==> src/rtl/u8sd_pkg.sv <==
`timescale 1ns / 1ps

package u8sd_pkg;

    localparam int unsigned CP_W = 21;

    // Lead byte class boundaries.
    localparam logic [7:0] LEAD_2_MIN   = 8'hC2;
    localparam logic [7:0] LEAD_3_MIN   = 8'hE0;
    localparam logic [7:0] LEAD_4_MIN   = 8'hF0;
    localparam logic [7:0] LEAD_BAD_MIN = 8'hF8;

    // Continuation bytes carry the pattern 10xxxxxx.
    localparam logic [1:0] CONT_TAG  = 2'b10;
    localparam logic [7:0] CONT_MASK = 8'h3F;

    // Payload masks for the lead bytes.
    localparam logic [7:0] LEAD_2_MASK = 8'h1F;
    localparam logic [7:0] LEAD_3_MASK = 8'h0F;
    localparam logic [7:0] LEAD_4_MASK = 8'h07;

    // Second byte bits that rule out overlong forms.
    localparam logic [7:0] E0_SECOND_BITS = 8'h20;
    localparam logic [7:0] F0_SECOND_BITS = 8'h30;

    // Pending check on the byte after an E0 or F0 lead.
    typedef enum logic [1:0] {
        RULE_NONE = 2'd0,
        RULE_E0   = 2'd1,
        RULE_F0   = 2'd2
    } rule_t;

    typedef struct packed {
        logic            emit;
        logic [CP_W-1:0] code_point;
        logic            status;
        logic            last;
    } result_t;

    localparam logic STATUS_OK  = 1'b0;
    localparam logic STATUS_ERR = 1'b1;

endpackage

==> src/rtl/u8sd_decode.sv <==
`timescale 1ns / 1ps

module u8sd_decode
(
    input  logic              clk,
    input  logic              rst_n,
    input  logic              step,
    input  logic [7:0]        byte_in,
    input  logic              end_of_string,
    output u8sd_pkg::result_t res
);
    import u8sd_pkg::*;

    logic [CP_W-1:0] partial_reg;
    logic [CP_W-1:0] partial_next;
    logic [1:0]      remain_reg;
    logic [1:0]      remain_next;
    rule_t           rule_reg;
    rule_t           rule_next;
    logic            discard_reg;
    logic            discard_next;

    always_comb
    begin
        logic       fail;
        logic       cont_bad;
        logic [1:0] remain_dec;

        partial_next = partial_reg;
        remain_next  = remain_reg;
        rule_next    = rule_reg;
        discard_next = discard_reg;
        res          = '0;
        fail         = 1'b0;
        remain_dec   = remain_reg - 2'd1;
        cont_bad     = (byte_in[7:6] != CONT_TAG)
                    || (rule_reg == RULE_E0 && (byte_in & E0_SECOND_BITS) == 8'h00)
                    || (rule_reg == RULE_F0 && (byte_in & F0_SECOND_BITS) == 8'h00);

        if (step)
        begin
            if (discard_reg)
            begin
                if (end_of_string)
                begin
                    discard_next = 1'b0;
                end
            end
            else if (remain_reg == 2'd0)
            begin
                if (!byte_in[7])
                begin
                    res.emit       = 1'b1;
                    res.code_point = {{(CP_W-8){1'b0}}, byte_in};
                    res.status     = STATUS_OK;
                    res.last       = end_of_string;
                end
                else if (byte_in >= LEAD_2_MIN && byte_in < LEAD_3_MIN)
                begin
                    partial_next = {{(CP_W-8){1'b0}}, byte_in & LEAD_2_MASK};
                    remain_next  = 2'd1;
                    rule_next    = RULE_NONE;
                    fail         = end_of_string;
                end
                else if (byte_in >= LEAD_3_MIN && byte_in < LEAD_4_MIN)
                begin
                    partial_next = {{(CP_W-8){1'b0}}, byte_in & LEAD_3_MASK};
                    remain_next  = 2'd2;
                    rule_next    = (byte_in == LEAD_3_MIN) ? RULE_E0 : RULE_NONE;
                    fail         = end_of_string;
                end
                else if (byte_in >= LEAD_4_MIN && byte_in < LEAD_BAD_MIN)
                begin
                    partial_next = {{(CP_W-8){1'b0}}, byte_in & LEAD_4_MASK};
                    remain_next  = 2'd3;
                    rule_next    = (byte_in == LEAD_4_MIN) ? RULE_F0 : RULE_NONE;
                    fail         = end_of_string;
                end
                else
                begin
                    fail = 1'b1;
                end
            end
            else if (cont_bad)
            begin
                fail = 1'b1;
            end
            else
            begin
                partial_next = {partial_reg[CP_W-7:0], byte_in[5:0] & CONT_MASK[5:0]};
                remain_next  = remain_dec;
                rule_next    = RULE_NONE;
                if (remain_dec == 2'd0)
                begin
                    res.emit       = 1'b1;
                    res.code_point = partial_next;
                    res.status     = STATUS_OK;
                    res.last       = end_of_string;
                    partial_next   = '0;
                end
                else
                begin
                    fail = end_of_string;
                end
            end

            if (fail)
            begin
                partial_next   = '0;
                remain_next    = 2'd0;
                rule_next      = RULE_NONE;
                discard_next   = !end_of_string;
                res.emit       = 1'b1;
                res.code_point = '0;
                res.status     = STATUS_ERR;
                res.last       = 1'b1;
            end
        end
    end

    always_ff @(posedge clk or negedge rst_n)
    begin
        if (!rst_n)
        begin
            partial_reg <= '0;
            remain_reg  <= 2'd0;
            rule_reg    <= RULE_NONE;
            discard_reg <= 1'b0;
        end
        else
        begin
            partial_reg <= partial_next;
            remain_reg  <= remain_next;
            rule_reg    <= rule_next;
            discard_reg <= discard_next;
        end
    end

    // While dropping bytes no sequence may be open.
    a_discard_idle: assert property (@(posedge clk) disable iff (!rst_n)
        discard_reg |-> (remain_reg == 2'd0 && rule_reg == RULE_NONE))
        else $error("sequence open while discarding");

    // An overlong check is only pending right after a 3- or 4-byte lead.
    a_rule_remain: assert property (@(posedge clk) disable iff (!rst_n)
        (rule_reg != RULE_NONE) |-> (remain_reg == 2'd2 || remain_reg == 2'd3))
        else $error("overlong check pending with wrong byte count");

    // Every error result is zero-valued and closes the string.
    a_error_form: assert property (@(posedge clk) disable iff (!rst_n)
        (res.emit && res.status == STATUS_ERR) |-> (res.last && res.code_point == '0))
        else $error("malformed error result");

    // Nothing is emitted while dropping bytes.
    a_discard_quiet: assert property (@(posedge clk) disable iff (!rst_n)
        discard_reg |-> !res.emit)
        else $error("result emitted while discarding");

endmodule

==> src/rtl/utf8_stream_decoder_core.sv <==
`timescale 1ns / 1ps

// UTF-8 stream decoder. Each input word is one byte of a string plus an
// end_of_string flag; each output word is one decoded code point with a status
// bit and a last flag. The core sustains one byte per clock cycle: a byte is
// held in an input register, decoded by a single level of masking, shifting and
// comparing logic together with the sequence state, and the result is captured
// in an output register. Back-pressure from out_ready stalls the input only when
// the output register is full and not being drained. A byte that completes a
// character gives one result; lead and middle bytes of a multi-byte sequence
// give none.
// Leads 00-7F, C2-DF, E0-EF and F0-F7 are accepted; overlong 3- and 4-byte
// forms are rejected, while surrogates and values up to 1FFFFF are passed.
// Any malformed byte, or a string ending inside a sequence, yields one error
// result (code_point zero, status one, last one), after which bytes are
// dropped silently up to and including the string's final byte.

module utf8_stream_decoder_core
(
    input  logic                      clk,
    input  logic                      rst_n,
    input  logic                      in_valid,
    output logic                      in_ready,
    input  logic [7:0]                byte_in,
    input  logic                      end_of_string,
    output logic                      out_valid,
    input  logic                      out_ready,
    output logic [u8sd_pkg::CP_W-1:0] code_point,
    output logic                      status,
    output logic                      last
);
    import u8sd_pkg::*;

    // Input register stage.
    logic       in_valid_reg;
    logic       in_valid_next;
    logic [7:0] byte_reg;
    logic       eos_reg;

    // Output register stage.
    logic            out_valid_reg;
    logic            out_valid_next;
    logic [CP_W-1:0] cp_reg;
    logic            status_reg;
    logic            last_reg;

    logic    advance;
    result_t res;

    // The held byte moves through the decoder whenever the result register is
    // free or is being emptied in this same cycle.
    assign advance  = in_valid_reg && (!out_valid_reg || out_ready);
    assign in_ready = !in_valid_reg || advance;

    always_comb
    begin
        in_valid_next = in_valid_reg;
        if (in_valid && in_ready)
        begin
            in_valid_next = 1'b1;
        end
        else if (advance)
        begin
            in_valid_next = 1'b0;
        end
    end

    always_comb
    begin
        out_valid_next = out_valid_reg;
        if (advance)
        begin
            out_valid_next = res.emit;
        end
        else if (out_ready)
        begin
            out_valid_next = 1'b0;
        end
    end

    u8sd_decode u_decode
    (
        .clk           (clk),
        .rst_n         (rst_n),
        .step          (advance),
        .byte_in       (byte_reg),
        .end_of_string (eos_reg),
        .res           (res)
    );

    always_ff @(posedge clk or negedge rst_n)
    begin
        if (!rst_n)
        begin
            in_valid_reg  <= 1'b0;
            out_valid_reg <= 1'b0;
        end
        else
        begin
            in_valid_reg  <= in_valid_next;
            out_valid_reg <= out_valid_next;
        end
    end

    // Payload registers carry no reset.
    always_ff @(posedge clk)
    begin
        if (in_valid && in_ready)
        begin
            byte_reg <= byte_in;
            eos_reg  <= end_of_string;
        end
        if (advance && res.emit)
        begin
            cp_reg     <= res.code_point;
            status_reg <= res.status;
            last_reg   <= res.last;
        end
    end

    assign out_valid  = out_valid_reg;
    assign code_point = cp_reg;
    assign status     = status_reg;
    assign last       = last_reg;

    // A held byte that cannot advance must still be held next cycle.
    a_hold_byte: assert property (@(posedge clk) disable iff (!rst_n)
        (in_valid_reg && !advance) |=> in_valid_reg)
        else $error("input byte lost while stalled");

endmodule
==> config.mk <==
export PLATFORM = sky130hd
export DESIGN_NAME = utf8_stream_decoder_core
export DESIGN_NICKNAME = d
export VERILOG_FILES = /design/src/rtl/u8sd_pkg.sv /design/src/rtl/u8sd_decode.sv /design/src/rtl/utf8_stream_decoder_core.sv
export SDC_FILE = /design/constraint.sdc
export NUM_CORES = 1
export LEC_CHECK = 0
export BUFFER_PORTS_ARGS = -buffer_cell sky130_fd_sc_hd__buf_4
export CELL_PAD_IN_SITES_DETAIL_PLACEMENT = 0
export CELL_PAD_IN_SITES_GLOBAL_PLACEMENT = 2
export CORE_ASPECT_RATIO = 0.7
export CORE_UTILIZATION = 31
export DETAILED_ROUTE_END_ITERATION = 10
export PLACE_DENSITY_LB_ADDON = 0.2
export REMOVE_ABC_BUFFERS = 1
export SYNTH_ARGS = -nofsm -noshare
export SYNTH_HDL_FRONTEND = slang
export SYNTH_HIERARCHICAL = 1
export SYNTH_SLANG_ARGS = --single-unit
==> constraint.sdc <==
create_clock -name clk -period 6.7 [get_ports clk]
set_input_delay 0.67 -clock clk [delete_from_list [all_inputs] [get_ports clk]]
set_output_delay 0.67 -clock clk [all_outputs]
set_load 0.005 [all_outputs]
==> reports/qor.txt, run 1 <==
GLOBAL ROUTING
-----------------------------------------------------------------------------------------------
Antenna violations before repair                                                              0
First-pass GRT wire length                                                              7900 um
Aggregate global-route resource usage                                                     13.4%
Pin count of the biggest net entering global routing                                         24
Vias in the first global route                                                             1414
Final global-route overflow total                                                             0

STA
-----------------------------------------------------------------------------------------------
Rel. slew slack                                                                           19.9%
RSZ-0062 raised after global routing                                                      false
Share of the clock period used by the worst path after layout                             45.2%
Number of failing hold endpoints at the final stage                                           0
Fin Hold WS                                                                            0.241 ns
Setup Total Neg Slack                                                                      0 ns
Final period demand of the worst path                                                   3.03 ns
Maximum achievable frequency                                                          0.330 GHz
Measured slew at the worst slew-check pin                                               1.20 ns
Setup violation total in the final timing report                                              0
Final max-slew violation count                                                                0
Final Skew                                                                           0.00606 ns

PWR
-----------------------------------------------------------------------------------------------
P_leak                                                                               0.00111 uW
Switching fraction of total power                                                         32.4%
Sequential fraction of design power                                                       53.3%
Switching power                                                                          277 uW
Logic gate share of total power                                                           25.5%
Overall power after layout                                                               856 uW
Clock power frac                                                                          21.2%
Worst vdd rail ir drop                                                               0.000133 V
Cell-internal power                                                                      578 uW
P per Cell Area                                                                     304 nW/um^2

DRT
-----------------------------------------------------------------------------------------------
Wire per inst                                                                           16.2 um
Drc violations                                                                                0
Detailed Route WL                                                                       4910 um
Total via count after detailed routing                                                     1458
Remaining antenna violation count after routing                                               0
Iteration count of the initial detailed-routing pass                                          4
Via/cell ratio                                                                             4.81
Detailed Route Iter0 Violations                                                              87

SETUP PATH
-----------------------------------------------------------------------------------------------
Startpoint of the most critical setup path                                          byte_reg[4]
Critical path endpoint category                                                        register
Origin of the critical flop-to-flop path                                            byte_reg[4]
Worst path bufs/invs                                                                          0
Top Family by Delay on Critical Path                                               simple AND/OR/NAND/NOR gates
Critical path startpoint category                                                      register
Worst stage delay on the critical path                                                  0.93 ns
Slowest CP cell                                                                    sky130_fd_sc_hd__nor2b_2
Data required, critical path                                                            6.63 ns
CP arrival                                                                              2.96 ns
Critical path, cell by cell                                                        or4b_4 > nand3_4 > a221oi_2 > a21oi_1 > nand2_1 > nor2b_2
Crit path max fanout                                                                         23
Critical path type                                                                      reg2reg

LOGIC SYNTHESIS
-----------------------------------------------------------------------------------------------
XOR/XNOR Fraction of Synth Area                                                              0%
Number of different library cells in the post-synthesis netlist                              44
Main combinational cell family by area after synthesis                             simple AND/OR/NAND/NOR gates
Total standard cell area after synthesis                                             2360 sq um
Share of flip-flops with an asynchronous set or reset                                     40.7%
Area share of the largest cell type after synthesis                                       40.6%
Synthesized-area fraction occupied by and/or/nand/nor cells                               19.0%
Total of warnings raised by yosys                                                             6
Adder-cell area share of the yosys netlist                                                   0%
Share of the synthesized area in compound gates (AO/OA/AOI/OAI)                           14.3%
Post-synthesis cell type with the largest combined area                            sky130_fd_sc_hd__edfxtp_1
Number of synthesized flops with an enable pin                                               32
Share of the yosys chip area belonging to registers                                       63.9%
Syn avg cell area                                                                    14.2 sq um
Flops & latches, synth                                                                       54
Largest cells by area after synthesis                                              sky130_fd_sc_hd__edfxtp_1, sky130_fd_sc_hd__dfrtp_1, sky130_fd_sc_hd__and2_1, sky130_fd_sc_hd__a32o_1, sky130_fd_sc_hd__a22o_1
Multiplexer area fraction after synthesis                                                    0%
Synth Flop Type                                                                    sky130_fd_sc_hd__edfxtp_1
Cells after synthesis                                                                       166

CELLS AND AREA
-----------------------------------------------------------------------------------------------
Nets                                                                                        217
Signed area change from the synthesized netlist to the final layout                       18.9%
Max FFs per register                                                                         21
Footprint of the multi-input gates                                                    792 sq um
Total of fill cells in the finished design                                                  731
Share of cells above drive strength 1                                                     31.2%
Antenna Diode Count                                                                           0
Storage cell area                                                                    1510 sq um

WORST HOLD PATH
-----------------------------------------------------------------------------------------------
Classification of the worst-slack hold path                                            in2async

CTS
-----------------------------------------------------------------------------------------------
Number of clock buffers inserted by TritonCTS                                                 5
Maximum clock insertion buffer count                                                          2
# resized after CTS                                                                           0
Setup fix buffers added after clock tree synthesis                                            0
CTS tree                                                                                    yes
Worst-skew pair later-pin latency                                                       0.31 ns
Number of clock sinks                                                                        54
Root buffer cell                                                                   sky130_fd_sc_hd__clkbuf_8
Clock input transition at the sequential cells of the worst setup and hold paths        0.09 ns
Htree depth                                                                                   2
Hold buffer count at cts                                                                      0

FLOORPLANNING
-----------------------------------------------------------------------------------------------
Die width                                                                                106 um
Io pins                                                                                      38
Area of the die                                                                      7990 sq um
Num rows                                                                                     26
Placeable core area                                                                  7350 sq um
Vertical die dimension                                                                  75.1 um
Initial core utilization                                                                  32.2%

STATUS
-----------------------------------------------------------------------------------------------
Run status                                                                            completed

RUN
-----------------------------------------------------------------------------------------------
Max-cap violation count                                                                       0

PLACEMENT
-----------------------------------------------------------------------------------------------
Gp weighted congestion                                                                    0.956
Final HPWL DP                                                                           3360 um
Count of buffers from port buffering                                                         37

-- kinds of logic (layout without fill, tap and decap cells) --
family | after synthesis | in the layout
compound gates | 37 | 37
simple gates | 64 | 64
flops | 54 | 54
buf+inv | 11 | 50
-- cell usage in the layout, fill, tap and decap left out, drive strengths merged --
cell,n
a32oi,1
nor4b,1
o31ai,1
edfxtp,32
and2,20
clkinv,1
and4bb,1
a32o,9
nand4b,1
a21oi,3
or4,1
and2b,1
or4b,1
nand2,7
a221oi,1
o31a,1
o21a,1
clkbuf,5
nor3,5
a22o,10
nor3b,1
a2111oi,2
nand3b,1
or3b,2
nor4,3
o21ai,4
nor2,6
dfrtp,22
or2,2
nand2b,5
buf,37
a31oi,1
clkinvlp,1
a21o,2
nor2b,3
inv,6
nand3,3
a221o,1
-- power groups by stage --
stage                     Sequential, uW  Clock [uW]  Combinational (uW)
after floorplan                      453           0                 136
after global routing                 465         203                 239
after global placement               461           0                 218
final                                456         182                 218
after detailed placement             464           0                 218
after CTS                            456         190                 219
-- path summary, 6_finish.rpt --
| check | to | slack [ns] | cells past startpoint |
|---|---|---|---|
| max in group asynchronous | u_decode/partial_reg[2] | 6.21 | 1 |
| setup reg to reg | code_point[6] | 3.67 | 6 |
| hold reg to reg | u_decode/partial_reg[9] | 0.51 | 1 |
| hold / removal | in_valid_reg | 0.24 | 1 |
| min in group clk | u_decode/partial_reg[9] | 0.51 | 1 |
| setup / recovery | code_point[6] | 3.67 | 6 |
-- layer usage --
metal	track usage (%)	routed length [um]	up-vias
met2	19.9	2110	36
met1	19.2	2560	713
met4	4.17	48	0
met3	3.38	199	4
li1	-	-	705
met5	0	0	-
-- cell usage after synthesis, types with 2 or more instances --
master                     instances
sky130_fd_sc_hd__a22o_1           10
sky130_fd_sc_hd__nor2b_1           3
sky130_fd_sc_hd__buf_6             2
sky130_fd_sc_hd__nand3_1           2
sky130_fd_sc_hd__nand2_1           6
sky130_fd_sc_hd__edfxtp_1         32
sky130_fd_sc_hd__buf_2             3
sky130_fd_sc_hd__nor2_1            5
sky130_fd_sc_hd__dfrtp_1          22
sky130_fd_sc_hd__or2_2             2
sky130_fd_sc_hd__nand2b_1          5
sky130_fd_sc_hd__inv_1             5
sky130_fd_sc_hd__nor3_1            4
sky130_fd_sc_hd__a21oi_1           3
sky130_fd_sc_hd__a21o_1            2
sky130_fd_sc_hd__o21ai_0           3
sky130_fd_sc_hd__a32o_1            9
sky130_fd_sc_hd__nor4_1            3
sky130_fd_sc_hd__or3b_2            2
sky130_fd_sc_hd__and2_1           19
-- area by class of cell --
type | count | area share (%)
Sequential cell | 54 | 53.8
Multi-Input combinational cell | 101 | 28.2
Tap cell | 98 | 4.36
Timing Repair Buffer | 37 | 9.88
Inverter | 5 | 0.668
Clock inverter | 3 | 0.712
Clock buffer | 5 | 2.45
-- metrics by stage --
stage	instance area (sq um)	util, %	instances	setup WS (ns)
3_5_place_dp	2720	37.0	295	3.57
2_1_floorplan	2320	-	160	3.69
5_1_grt	2810	38.2	303	3.43
4_1_cts	2810	38.2	303	3.62
3_3_place_gp	2720	37.0	295	3.67
6_report	2810	38.2	303	3.67
Note: power is estimated with default switching activity, not from simulation.
==> run 2, diff against run 1 <==
==> constraint.sdc (replaced) <==
create_clock -name clk -period 2.8 [get_ports clk]
set_input_delay 0.28 -clock clk [delete_from_list [all_inputs] [get_ports clk]]
set_output_delay 0.28 -clock clk [all_outputs]
set_load 0.005 [all_outputs]
==> run 2 against run 1 <==
Design area up 1.7%; combinational power rose to 2.5 times the previous value; cell count increased by 1.3%; critical path type unchanged; largest cell class unchanged; largest power group unchanged; highest routed layer unchanged.
==> reports/qor.txt, run 2 (synthesized netlist as in run 1, its figures left out) <==
STATUS
-----------------------------------------------------------------------------------------------
Run status                                                                            completed

FLOORPLANNING
-----------------------------------------------------------------------------------------------
Initial core utilization                                                                  32.2%   unchanged
Io pins                                                                                      38   unchanged
Die width                                                                                106 um   unchanged
Placeable core area                                                                  7350 sq um   unchanged
Num rows                                                                                     26   unchanged
Vertical die dimension                                                                  75.1 um   unchanged
Area of the die                                                                      7990 sq um   unchanged

PLACEMENT
-----------------------------------------------------------------------------------------------
Count of buffers from port buffering                                                         37   unchanged
Gp weighted congestion                                                                    0.874   -8.6%
Final HPWL DP                                                                           3390 um   +1.1%

CTS
-----------------------------------------------------------------------------------------------
Root buffer cell                                                                   sky130_fd_sc_hd__clkbuf_8
Maximum clock insertion buffer count                                                          2   unchanged
Worst-skew pair later-pin latency                                                       0.31 ns   about the same
Htree depth                                                                                   2   unchanged
Number of clock sinks                                                                        54   unchanged
# resized after CTS                                                                           0   unchanged
CTS tree                                                                                    yes
Number of clock buffers inserted by TritonCTS                                                 5   unchanged
Clock input transition at the sequential cells of the worst setup and hold paths        0.10 ns   about the same
Setup fix buffers added after clock tree synthesis                                            0   unchanged

DRT
-----------------------------------------------------------------------------------------------
Wire length on met2                                                                     2040 um   -3.3%
Wire per inst                                                                           15.9 um   -1.9%
Remaining antenna violation count after routing                                               0   unchanged
Drc violations                                                                                0   unchanged
Detailed Route WL                                                                       4880 um   -0.65%
Detailed Route Iter0 Violations                                                              98   +13%
Total via count after detailed routing                                                     1491   +2.3%
Highest routed layer                                                                       met4
DRT met1 WL                                                                             2510 um   -1.9%
Via/cell ratio                                                                             4.86   +0.93%
Met3 Routed Length                                                                       267 um   +34%
Iteration count of the initial detailed-routing pass                                          4   unchanged

CELLS AND AREA
-----------------------------------------------------------------------------------------------
Commonest non-fill, non-tap cell in the layout                                     sky130_fd_sc_hd__buf_4
Share of cells above drive strength 1                                                     32.5%   +1.3 points
Share of the core filled with cells                                                       38.9%   +0.66 points
Antenna Diode Count                                                                           0   unchanged
Signed area change from the synthesized netlist to the final layout                       21.0%
Nets                                                                                        221   +1.8%
Total of fill cells in the finished design                                                  721   -1.4%
Max FFs per register                                                                         21   unchanged
Commonest cells after routing, fill and taps aside                                 sky130_fd_sc_hd__buf_4, sky130_fd_sc_hd__edfxtp_1, sky130_fd_sc_hd__dfrtp_1

SETUP PATH
-----------------------------------------------------------------------------------------------
Slowest CP cell                                                                    sky130_fd_sc_hd__or4b_4
Critical path, cell by cell                                                        or4b_4 > nand3_4 > a221oi_2 > a21oi_1 > nand2_1 > nor2b_2 > buf_12
Critical path startpoint category                                                      register
Crit path max fanout                                                                         23   unchanged
CP arrival                                                                              2.42 ns   -0.54 ns
Critical path endpoint category                                                        register
Depth of the most critical reg-to-reg path                                                    7   +1
Endpoint of the worst-slack reg-to-reg timing path                                 code_point[17]
Critical path type                                                                      reg2reg
Top Family by Delay on Critical Path                                               simple AND/OR/NAND/NOR gates
Setup slack, reg-to-reg                                                                 0.40 ns   -3.27 ns
Origin of the critical flop-to-flop path                                            byte_reg[4]
Data required, critical path                                                            2.82 ns   -3.81 ns
Worst path bufs/invs                                                                          1   +1
Worst stage delay on the critical path                                                  0.63 ns   -0.30 ns

STA
-----------------------------------------------------------------------------------------------
Setup Total Neg Slack                                                                      0 ns   unchanged
Final Skew                                                                           0.00614 ns   +0.0000793 ns
Final max-slew violation count                                                                0   unchanged
Measured slew at the worst slew-check pin                                              0.649 ns   -0.547 ns
Maximum achievable frequency                                                          0.416 GHz   +26%
Number of failing hold endpoints at the final stage                                           0   unchanged
Share of the clock period used by the worst path after layout                             85.8%   +41 points
Final period demand of the worst path                                                   2.40 ns   -0.628 ns
Rel. slew slack                                                                           56.6%   +37 points
Setup violation total in the final timing report                                              0   unchanged
RSZ-0062 raised after global routing                                                      false

GLOBAL ROUTING
-----------------------------------------------------------------------------------------------
First-pass GRT wire length                                                              7930 um   +0.35%
Final global-route overflow total                                                             0   unchanged
Vias in the first global route                                                             1477   +4.5%
Aggregate global-route resource usage                                                     13.3%   -0.087 points
Pin count of the biggest net entering global routing                                         24   unchanged
Antenna violations before repair                                                              0   unchanged

PWR
-----------------------------------------------------------------------------------------------
P_leak                                                                               0.00113 uW   +1.9%
P per Cell Area                                                                     729 nW/um^2   +140%
Worst vdd rail ir drop                                                               0.000239 V   +80%

WORST HOLD PATH
-----------------------------------------------------------------------------------------------
Startpoint of the lowest-slack hold path                                             byte_in[7]
End of the worst hold path                                                          byte_reg[7]
Classification of the worst-slack hold path                                              in2reg
Cells on Worst Hold Path                                                                      1

RUN
-----------------------------------------------------------------------------------------------
Max-cap violation count                                                                       0   unchanged

run 2: timing repair:
| item | in CTS | in global routing |
|---|---|---|
| endpoints found under the hold margin | 22 | 0 |
| setup endpoints to repair | 0 | 0 |
| hold buffers | 1 | 0 |
run 2: final cells by class:
| type | instances | area, sq um | share of cell area, % |
|---|---|---|---|
| Inverter | 5 | 18.8 | 0.656 |
| Clock buffer | 5 | 68.8 | 2.41 |
| Multi-Input combinational cell | 101 | 792 | 27.7 |
| Clock inverter | 3 | 23.8 | 0.831 |
| Sequential cell | 54 | 1510 | 52.8 |
| Timing Repair Buffer | 41 | 323 | 11.3 |
| Tap cell | 98 | 123 | 4.29 |
run 2: metrics by stage:
step	power [uW]	hold WS (ns)	instances	area [sq um]	worst slack [ns]
2_1_floorplan	1410	-0.0156	160	2320	-0.208
3_3_place_gp	1650	0.205	298	2760	0.477
3_5_place_dp	1650	0.207	298	2760	0.423
4_1_cts	2100	0.135	307	2860	0.411
5_1_grt	2210	0.125	307	2860	0.280
6_report	2080	0.140	307	2860	0.396
run 2: worst max path at each step:
stage / startpoint / to / slack (ns) / cells past startpoint
after floorplan: byte_reg[4] / code_point[0] / -0.21 / 6
after global placement: byte_reg[4] / code_point[1] / 0.48 / 7
after detailed placement: byte_reg[4] / code_point[20] / 0.42 / 7
after CTS: byte_reg[4] / code_point[11] / 0.41 / 7
after global routing: byte_reg[4] / code_point[17] / 0.28 / 7
final: byte_reg[4] / code_point[17] / 0.40 / 7
run 2: layer usage:
metal  up-vias  track usage, %
li1        713               -
met1       722            19.2
met2        49            19.6
met3         7            3.03
met4         0            4.94
met5         -               0
run 2: worst reg2reg max path: stages (launching register included):
cell and delay [ns]:
sky130_fd_sc_hd__edfxtp_1 0.55, sky130_fd_sc_hd__or4b_4 0.64, sky130_fd_sc_hd__nand3_4 0.14, sky130_fd_sc_hd__a221oi_2 0.14, sky130_fd_sc_hd__a21oi_1 0.18, sky130_fd_sc_hd__nand2_1 0.10
sky130_fd_sc_hd__nor2b_2 0.17, sky130_fd_sc_hd__buf_12 0.20
run 2: power by group:
group | internal [uW] | leakage [uW] | switching (uW) | total, uW
Combinational | 240 | 0.000484 | 306 | 545
Sequential | 986 | 0.000603 | 105 | 1090
Clock | 179 | 0.0000408 | 268 | 448
==> run 3, diff against run 2 <==
--- a/config.mk
+++ b/config.mk
@@ -6,8 +6,6 @@
 export NUM_CORES = 1
 export LEC_CHECK = 0
 export BUFFER_PORTS_ARGS = -buffer_cell sky130_fd_sc_hd__buf_4
-export CELL_PAD_IN_SITES_DETAIL_PLACEMENT = 0
-export CELL_PAD_IN_SITES_GLOBAL_PLACEMENT = 2
 export CORE_ASPECT_RATIO = 0.7
 export CORE_UTILIZATION = 31
 export DETAILED_ROUTE_END_ITERATION = 10
==> run 3 against run 2 <==
Clock power is essentially flat; critical endpoint is now code_point[12]; worst setup slack gained 0.080 ns; via count shrank 0.40%; highest routed layer unchanged; first-iteration DRC count shrank 36%; core utilization grew 0.24 points; register-to-register slack gained 0.08 ns; power grew 0.55%; largest power group unchanged.
==> reports/qor.txt, run 3 (synthesized netlist as in run 1, its figures left out) <==
STA
-----------------------------------------------------------------------------------------------
Maximum achievable frequency                                                          0.430 GHz   +3.4%
Rel. slew slack                                                                           62.4%   +5.8 points
Setup Total Neg Slack                                                                      0 ns   unchanged
Least setup slack across all paths after layout                                        0.476 ns   +0.0801 ns
Setup violation total in the final timing report                                              0   unchanged
Final period demand of the worst path                                                   2.32 ns   -0.0801 ns
Final max-slew violation count                                                                0   unchanged
Measured slew at the worst slew-check pin                                              0.562 ns   -0.0872 ns
Final Skew                                                                           0.00748 ns   +0.00134 ns
Number of failing hold endpoints at the final stage                                           0   unchanged
Share of the clock period used by the worst path after layout                             83.0%   -2.9 points
RSZ-0062 raised after global routing                                                      false

SETUP PATH
-----------------------------------------------------------------------------------------------
Critical path startpoint category                                                      register
Crit path max fanout                                                                         23   unchanged
Data required, critical path                                                            2.81 ns   about the same
Critical path endpoint category                                                        register
Critical path type                                                                      reg2reg
CP arrival                                                                              2.33 ns   -0.09 ns

CELLS AND AREA
-----------------------------------------------------------------------------------------------
Share of the core filled with cells                                                       39.1%   +0.24 points
Nets                                                                                        223   +0.90%
Commonest non-fill, non-tap cell in the layout                                     sky130_fd_sc_hd__buf_4
Share of cells above drive strength 1                                                     33.2%   +0.64 points
Antenna Diode Count                                                                           0   unchanged
Signed area change from the synthesized netlist to the final layout                       21.7%
Max FFs per register                                                                         21   unchanged
Commonest cells after routing, fill and taps aside                                 sky130_fd_sc_hd__buf_4, sky130_fd_sc_hd__edfxtp_1, sky130_fd_sc_hd__dfrtp_1

CTS
-----------------------------------------------------------------------------------------------
Maximum clock insertion buffer count                                                          2   unchanged
CTS tree                                                                                    yes
# resized after CTS                                                                           0   unchanged
Htree depth                                                                                   2   unchanged
Hold buffer count at cts                                                                      1   unchanged
Clock input transition at the sequential cells of the worst setup and hold paths        0.10 ns   about the same
Root buffer cell                                                                   sky130_fd_sc_hd__clkbuf_8
Number of clock buffers inserted by TritonCTS                                                 5   unchanged
Number of clock sinks                                                                        54   unchanged
Setup fix buffers added after clock tree synthesis                                            0   unchanged
Worst-skew pair later-pin latency                                                       0.30 ns   about the same

PWR
-----------------------------------------------------------------------------------------------
P_leak                                                                               0.00114 uW   +1.4%
P per Cell Area                                                                     728 nW/um^2   about the same
Overall power after layout                                                              2100 uW   +0.55%
Worst vdd rail ir drop                                                               0.000265 V   +11%

DRT
-----------------------------------------------------------------------------------------------
Drc violations                                                                                0   unchanged
Iteration count of the initial detailed-routing pass                                          4   unchanged
Detailed Route Iter0 Violations                                                              63   -36%
Via/cell ratio                                                                             4.81   -1.0%
Total via count after detailed routing                                                     1485   -0.40%
Detailed Route WL                                                                       4650 um   -4.7%
Wire per inst                                                                           15.1 um   -5.3%
Remaining antenna violation count after routing                                               0   unchanged

PLACEMENT
-----------------------------------------------------------------------------------------------
Gp weighted congestion                                                                    0.832   -4.8%
Worst setup slack before clock tree synthesis                                          0.492 ns   +0.0693 ns
Count of buffers from port buffering                                                         37   unchanged
Final HPWL DP                                                                           3350 um   -1.2%

FLOORPLANNING
-----------------------------------------------------------------------------------------------
Vertical die dimension                                                                  75.1 um   unchanged
Io pins                                                                                      38   unchanged
Die width                                                                                106 um   unchanged
Area of the die                                                                      7990 sq um   unchanged
Placeable core area                                                                  7350 sq um   unchanged
Num rows                                                                                     26   unchanged
Initial core utilization                                                                  32.2%   unchanged

WORST HOLD PATH
-----------------------------------------------------------------------------------------------
Classification of the worst-slack hold path                                              in2reg

STATUS
-----------------------------------------------------------------------------------------------
Run status                                                                            completed

GLOBAL ROUTING
-----------------------------------------------------------------------------------------------
Aggregate global-route resource usage                                                     13.0%   -0.33 points
Final global-route overflow total                                                             0   unchanged
Pin count of the biggest net entering global routing                                         24   unchanged
Antenna violations before repair                                                              0   unchanged
First-pass GRT wire length                                                              7690 um   -3.0%
Vias in the first global route                                                             1465   -0.81%

RUN
-----------------------------------------------------------------------------------------------
Max-cap violation count                                                                       0   unchanged

==> run 3: cell count changes in the layout (fill, tap and decap cells not counted), sizes merged <==
cell	before	now
clkinv	0	1
inv	6	5
clkbuf	5	6
buf	40	42
clkinvlp	2	1
==> run 3: path summary, 6_finish.rpt <==
path                            cells past startpoint  slack [ns]                  endpoint                     start
worst max-delay path                                7        0.48            code_point[12]               byte_reg[4]
worst min-delay path                                1        0.15               byte_reg[3]                byte_in[3]
worst max register to register                      7        0.48            code_point[12]               byte_reg[4]
worst min register to register                      1        0.50  u_decode/partial_reg[13]  u_decode/partial_reg[13]
max in group asynchronous                           2        2.14   u_decode/partial_reg[5]                     rst_n
min in group asynchronous                           2        0.41              in_valid_reg                     rst_n
==> run 3: layer usage <==
| layer | wire length (um) | part of all wire, % | vias to the layer above | track usage [%] |
|---|---|---|---|---|
| met3 | 205 | 4.4 | 5 | 2.86 |
| li1 | - | - | 720 | - |
| met2 | 1950 | 42 | 46 | 20.3 |
| met1 | 2470 | 53 | 714 | 18.4 |
| met5 | 0 | 0 | - | 0 |
| met4 | 31 | 0.67 | 0 | 3.24 |
==> run 3: layout make-up <==
type,instances,area (sq um)
Clock inverter,2,12.5
Multi-Input combinational cell,101,792
Inverter,5,18.8
Tap cell,98,123
Sequential cell,54,1510
Fill cell,724,4470
Clock buffer,6,82.6
Timing Repair Buffer,43,338
==> run 3: critical path, cell delays in order, from the launching register on <==
cell,delay [ns]
sky130_fd_sc_hd__edfxtp_1,0.53
sky130_fd_sc_hd__or4b_4,0.63
sky130_fd_sc_hd__nand3_4,0.13
sky130_fd_sc_hd__a221oi_2,0.13
sky130_fd_sc_hd__a21oi_1,0.17
sky130_fd_sc_hd__nand2_1,0.09
sky130_fd_sc_hd__nor2b_2,0.16
sky130_fd_sc_hd__buf_12,0.18
==> run 3: through the flow <==
| step | cells | instance area [sq um] | hold slack (ns) |
|---|---|---|---|
| 4_1_cts | 309 | 2880 | 0.137 |
| 3_3_place_gp | 300 | 2770 | 0.203 |
| 3_5_place_dp | 300 | 2770 | 0.206 |
| 6_report | 309 | 2880 | 0.147 |
| 5_1_grt | 309 | 2880 | 0.133 |
| 2_1_floorplan | 160 | 2320 | -0.0156 |
==> run 3: report_power, final <==
group | total (uW) | internal [uW] | switching, uW
clock | 448 | 199 | 248
combinational | 558 | 258 | 300
sequential | 1090 | 987 | 104
total | 2100 | 1440 | 652
